`config.mk`:
```
export PLATFORM = sky130hd
export DESIGN_NAME = rie_ram
export DESIGN_NICKNAME = d
export VERILOG_FILES = /design/src/rtl/rie_ram.sv
export SDC_FILE = /design/constraint.sdc
export NUM_CORES = 1
export LEC_CHECK = 0
export BUFFER_PORTS_ARGS = -buffer_cell sky130_fd_sc_hd__clkbuf_2
export CAP_MARGIN = 25
export CORE_MARGIN = 3
export CORE_UTILIZATION = 56
export DETAILED_ROUTE_END_ITERATION = 16
export PLACE_DENSITY_LB_ADDON = 0.08
export SLEW_MARGIN = 10
export SYNTH_ARGS = -nofsm -noshare
export SYNTH_HDL_FRONTEND = slang
export SYNTH_SLANG_ARGS = --single-unit
```
`constraint.sdc`:
```
create_clock -name clk_i -period 2.9 [get_ports clk_i]
set_clock_uncertainty 0.2 [all_clocks]
set_input_delay 0.145 -clock clk_i [delete_from_list [all_inputs] [get_ports clk_i]]
set_output_delay 0.145 -clock clk_i [all_outputs]
set_load 0.03 [all_outputs]
```
`src/rtl/rie_ram.sv`:
```
// Generic single-write, single-read RAM with registered read data.
// Depends on nothing.
`timescale 1ns / 1ps

module rie_ram #(
  parameter int Width = 32,
  parameter int Depth = 32
) (
  input  logic                     clk_i,
  input  logic                     we_i,
  input  logic [$clog2(Depth)-1:0] waddr_i,
  input  logic [Width-1:0]         wdata_i,
  input  logic                     re_i,
  input  logic [$clog2(Depth)-1:0] raddr_i,
  output logic [Width-1:0]         rdata_o
);

  logic [Width-1:0] mem_q [Depth];
  logic [Width-1:0] rdata_q;

  // Write port
  always_ff @(posedge clk_i) begin
    if (we_i) begin
      mem_q[waddr_i] <= wdata_i;
    end
  end

  // Registered read, held when not enabled
  always_ff @(posedge clk_i) begin
    if (re_i) begin
      rdata_q <= mem_q[raddr_i];
    end
  end

  assign rdata_o = rdata_q;

endmodule

```
==> results of run 1 <==
logic make-up (layout without fill, tap and decap cells):
logic type	Yosys count	after routing	share of synthesized area, %
AND/OR/NAND/NOR	277	277	3.08
multiplexers	512	512	12.6
other	0	2	0
buffers and inverters	127	418	1.85
flip-flops	1056	1056	77.7
AO/OA/AOI/OAI	288	288	4.81
cell usage in the layout, fill, tap and decap left out, drive strengths merged, types with 5 or more instances in the layout:
| master | netlist | routed |
|---|---|---|
| buf | 79 | 115 |
| a21oi | 96 | 96 |
| edfxtp | 1056 | 1056 |
| a31oi | 32 | 32 |
| clkbuf | 48 | 207 |
| nor3 | 32 | 32 |
| nand3 | 98 | 98 |
| bufinv | 0 | 11 |
| dlygate4sd3 | 0 | 35 |
| nor2 | 34 | 34 |
| nand2 | 98 | 98 |
| nand3b | 5 | 5 |
| a22o | 64 | 64 |
| a22oi | 96 | 96 |
| mux2i | 512 | 512 |
| clkinv | 0 | 49 |
final cells by class:
cell class	instances	area, um^2	share of cell area (%)
multi-input combinational	1077	8610	18.3
tap	950	1190	2.53
clock inverter	61	566	1.20
timing repair buffer	225	2130	4.54
antenna	2	5.00	0.0106
clock buffer	132	2840	6.03
sequential	1056	31700	67.4
sequential cells by signal, summed over array words and instances, names as in the netlist:
register,cells
mem_q,1024
rdata_o,32
layer usage:
metal	wire, um	track usage [%]	part of all wire, %	vias up
li1	-	-	-	9433
met1	42200	37.9	42	11200
met2	49500	44.2	49	793
met3	6750	3.66	6.7	142
met4	2730	7.95	2.7	2
met5	17	0	0.017	-
synthesized netlist by cell type:
cell type  count
buf_1          5
nand2b_1       2
buf_2         26
or3b_2         3
nand3b_1       5
and2_1         1
or3_1          1
a31oi_1       32
a22o_1        64
and2b_1        1
mux2i_1      512
buf_4         33
clkbuf_4       2
clkbuf_1      46
or2_2          1
nand3_1       98
edfxtp_1    1056
a22oi_1       96
nor2b_1        1
a21oi_1       96
buf_6         15
nand2_1       98
nor3_1        32
nor2_1        34
through the flow:
stage                     cell area (um^2)  hold WS, ns  utilization, %  total power, uW  cells
after floorplan                      40800       0.0439               -            18400   2260
after global placement               43300        0.445            60.3            19100   3273
after detailed placement             43300        0.438            60.3            19100   3273
after CTS                            47000       0.0118            65.5            32400   3501
after global routing                 47000       0.0501            65.5            33100   3501
final                                47000       0.0614            65.5            32200   3503
worst max-delay path, delay by kind of cell:
kind,cells,cell delay [ns]
AO/OA/AOI/OAI,2,0.38
buffers and inverters,3,1.34
multiplexers,1,0.26
AND/OR/NAND/NOR,2,0.27
power breakdown:
group,internal [uW],leakage (uW),switching [uW]
clock network,7860,0.00167,5440
registers,17000,0.00954,75.4
logic,590,0.00528,1150
worst min-delay path by stage:
stage | endpoint | cells past startpoint | slack (ns)
6_report | mem_q[0][5] | 1 | 0.06
5_1_grt | mem_q[5][5] | 1 | 0.05
2_1_floorplan | mem_q[0][0] | 0 | 0.04
3_3_place_gp | rdata_o[26] | 1 | 0.45
3_5_place_dp | rdata_o[30] | 1 | 0.44
4_1_cts | mem_q[29][5] | 1 | 0.01
==> results.ini, run 1 <==
[status]
run_status = finished, final reports clean

[cts]
cts-root-buf = clkbuf_16
ctsLongestPathBuffers = 3
cts_tree = done
cts_hold_buf = 35
cts.sinks = 1056
path_clk_slew_ns = 0.06
h-tree-depth = 3
cts_made_buffers = 105
cts_resized = 0
worstSkewPairLatency_ns = 0.64
cts_setup_buffers = 0

[logic_synthesis]
synth.area.top_cells = edfxtp_1 (78%), mux2i_1 (13%), a22oi_1 (1.8%)
synth_area_leader_cell = edfxtp_1
yosysSeqAreaShare_pct = 77.7
synth_area_um2 = 40800
synth-seq-cells = 1056
synth_top_area_share_pct = 77.7
yosysUniqueCellTypes = 24
yosys_warnings = 0
syn_nets = 2305
syn_inst = 2260
avgSynthCellArea_um2 = 18.1

[floorplanning]
dieArea_um2 = 76100
pin_count = 77
start_util_pct = 56.8
dieHeight_um = 276
placementRows = 98
core_um2 = 71900
die_w_um = 276

[routing]
drt_pre_antenna_iters = 5
detail_route.wirelength_um = 101000
first_iter_violations = 2109
ant_nets = 0
avgRoutedWirePerCell_um = 28.9
drc_errors = 0
avgViaCountPerCell = 6.17
vias = 21600

[cells_and_area]
areaGrowthSynthToFinish_pct = 15.3
fin_nets = 2510
num-fill-cells = 4936
drive_gt1_share_pct = 14.8

[grt]
antenna_found_initial = 2
grt_pass1_vias = 21500
grt_use_total_pct = 26.9
grt_max_degree = 63
grt-ovfl-total = 0
grt_pass1_wl_um = 146000

[power_and_ir_drop]
total_leakage_power_uw = 0.0165
powerDensity_nw_per_um2 = 683
vdd_drop_max_uv = 455

[worst_setup_path]
cp_slowest_cell = dlygate4sd3_1
r2r-start = mem_q[5][12]
worstSetupPathType = in -> reg
r2r_cells = 5
cp_max_fo = 29
critPathMaxStageDelay_ns = 0.56
r2r_slack_ns = 1.22
crit_start = raddr_i[0]
required_ns = 3.03
cp-start-kind = input pin
worstPathArrival_ns = 2.43
crit_path_cell_trace = dlygate4sd3_1 > buf_8 > buf_4 > mux2i_1 > a22o_1 > nor3_1 > a31oi_1 > nand3_1
end_kind = register
r2r_end = rdata_o[12]
cp-endpoint = rdata_o[12]

[timing]
fin_crit_ns = 2.30
setup_slack_ns = 0.598
clock.fmax_mhz = 434
period_share_pct = 79.4
tightest_slew_ns = 0.788
slew_headroom_pct = 47.4
finalSetupViolations = 0
rsz0062_at_grt = false
finalHoldViolCount = 0
slew_violations = 0
setup_tns_ns = 0

[job]
maxCapViolCount = 0

[hold_path]
holdCritPathClass = in -> reg
min_from = wdata_i[5]

[placed_design]
pre_cts_ws_ns = 0.525
hpwl_um = 55500
io_buffers = 76
gp_congestion = 0.780

No activity file was read; power rests on OpenSTA's default activity.
==> run 2: changes to the inputs <==
--- a/config.mk
+++ b/config.mk
@@ -8,7 +8,7 @@
 export BUFFER_PORTS_ARGS = -buffer_cell sky130_fd_sc_hd__clkbuf_2
 export CAP_MARGIN = 25
 export CORE_MARGIN = 3
-export CORE_UTILIZATION = 56
+export CORE_UTILIZATION = 62
 export DETAILED_ROUTE_END_ITERATION = 16
 export PLACE_DENSITY_LB_ADDON = 0.08
 export SLEW_MARGIN = 10
==> constraint.sdc (replaced) <==
create_clock -name clk_i -period 2.4 [get_ports clk_i]
set_clock_uncertainty 0.2 [all_clocks]
set_input_delay 0.12 -clock clk_i [delete_from_list [all_inputs] [get_ports clk_i]]
set_output_delay 0.12 -clock clk_i [all_outputs]
set_load 0.03 [all_outputs]
==> run 2 against run 1 <==
Against the previous run: first-iteration DRC count increased by 26%; count of clock-buffer cells in the layout down 7; sequential cell count is the same; largest power group unchanged; setup slack lost 0.52 ns; combinational power up 25%; sequential power grew 21%; register-to-register slack worse by 0.73 ns; core utilization up 7.6 points; non-clock buffer count rose by 40; global-route usage is 2.9 points higher; critical path depth stayed put; largest cell class unchanged; hold slack lost 0.028 ns.
==> results.ini, run 2 (synthesis gave the netlist of run 1 again) <==
[grt]
grt_pass1_vias = 22000
grt-ovfl-total = 0
grt_max_degree = 42
grt_pass1_wl_um = 150000
antenna_found_initial = 2
grt_use_total_pct = 29.8

[power_and_ir_drop]
total_leakage_power_uw = 0.0167
p_switching_uw = 8170
combPwrFrac_pct = 5.6
vdd_drop_max_uv = 768
p_int_uw = 30500
powerDensity_nw_per_um2 = 817
switching_share_pct = 21.1
clockPowerShare_pct = 40.9
seqPwrFrac_pct = 53.5

[floorplanning]
dieArea_um2 = 68900
die_w_um = 263
placementRows = 93
start_util_pct = 63.0
core_um2 = 64800
dieHeight_um = 263
pin_count = 77

[placed_design]
io_buffers = 76
dp.cells = 3216
detailed_place.area_um2 = 43600
pre_cts_ws_ns = 0.0532
gp_congestion = 0.816
hpwl_um = 58000

[cells_and_area]
instances_no_fill = 3445
largest_reg_flops = 1024
final_cell_mix = edfxtp_1 (1056), mux2i_1 (512), clkbuf_16 (108)
fin_nets = 2548
n_antenna_cell = 0
postLayoutCoreUtil_pct = 73.0
final_common_cell = edfxtp_1
drive_gt1_share_pct = 16.2
finalInstanceArea_um2 = 47300
areaGrowthSynthToFinish_pct = 16.0
largest-register = mem_q

[timing]
slew_violations = 0
fin_crit_ns = 2.32
finalHoldViolCount = 0
clock.fmax_mhz = 431
period_share_pct = 96.8
rsz0062_at_grt = false
setup_tns_ns = 0
setup_slack_ns = 0.0775
slew_headroom_pct = 53.8
tightest_slew_ns = 0.693
finalSetupViolations = 0

[routing]
first_iter_violations = 2649
detail_route.wirelength_um = 103000
ant_nets = 0
vias = 22400
avgViaCountPerCell = 6.50
drt_pre_antenna_iters = 7
avgRoutedWirePerCell_um = 30.0
drc_errors = 0

[worst_setup_path]
cp_max_fo = 23
end_kind = register
r2r_cells = 4
path_common_cell = buf_12
r2r_end = rdata_o[2]
crit_start = raddr_i[0]
worstSetupPathType = in -> reg
cp-start-kind = input pin
required_ns = 2.53
crit_path_cell_trace = dlygate4sd3_1 > buf_8 > buf_12 > buf_12 > mux2i_1 > a22oi_1 > a31oi_1 > nand3_1
cp_slowest_cell = dlygate4sd3_1
r2r-start = mem_q[19][2]
critPathMaxStageDelay_ns = 0.56
r2r_slack_ns = 0.49
worstPathArrival_ns = 2.45
cp-endpoint = rdata_o[15]

[hold_path]
worstHoldPathCells = 4
holdCritPathClass = in -> reg

[cts]
ctsLongestPathBuffers = 3
cts_tree = done
cts.sinks = 1056
cts_setup_buffers = 0
h-tree-depth = 3
path_clk_slew_ns = 0.06
cts-root-buf = clkbuf_16
cts_made_buffers = 103
worstSkewPairLatency_ns = 0.65

[status]
run_status = finished, final reports clean

[job]
maxCapViolCount = 0

-- run 2: worst max-delay path, delay by kind of cell --
family	cells	cell delay, ns
compound gates	2	0.51
buf+inv	4	1.25
mux	1	0.24
simple gates	1	0.27
-- run 2: worst min path at each step --
| stage | from | endpoint | slack [ns] |
|---|---|---|---|
| 2_1_floorplan | wdata_i[0] | mem_q[0][0] | 0.02 |
| 3_3_place_gp | rdata_o[28] | rdata_o[28] | 0.41 |
| 3_5_place_dp | rdata_o[15] | rdata_o[15] | 0.41 |
| 4_1_cts | we_i | mem_q[7][6] | 0.005 |
| 5_1_grt | we_i | mem_q[7][6] | 0.03 |
| 6_report | we_i | mem_q[7][6] | 0.03 |
-- run 2: stage by stage --
step                hold WS [ns]  power [uW]
detailed placement         0.414       23200
global route              0.0348       39700
floorplan                 0.0189       22200
finish                    0.0337       38700
global placement           0.412       23100
CTS                      0.00454       38800
-- run 2: timing repair --
| action | 4_1_cts | 5_1_grt |
|---|---|---|
| setup endpoints to repair | 0 | 0 |
| gates resized for setup | 0 | 0 |
| hold buffers | 37 | 0 |
| endpoints found under the hold margin | 1052 | 0 |
-- run 2: power groups by stage --
stage	Combinational (uW)	Sequential, uW	Clock (uW)
after floorplan	1060	21100	0
after global placement	2060	21100	0
after detailed placement	2100	21100	0
after CTS	2170	20700	15900
after global routing	2300	20700	16700
final	2180	20700	15800
-- run 2: per-layer routing --
| metal | part of all wire (%) | wire [um] | global-route usage (%) |
|---|---|---|---|
| met3 | 8.2 | 8480 | 4.16 |
| met4 | 3.2 | 3260 | 9.98 |
| met5 | 0.013 | 13 | 0 |
| met1 | 41 | 42000 | 43.1 |
| met2 | 48 | 49600 | 47.6 |
-- run 2: area by class of cell --
type / count / area, um^2
Clock buffer: 125 / 2770
Clock inverter: 67 / 552
Timing Repair Buffer: 265 / 2630
Sequential cell: 1056 / 31700
Tap cell: 855 / 1070
Multi-Input combinational cell: 1077 / 8610
Fill cell: 3872 / 17500
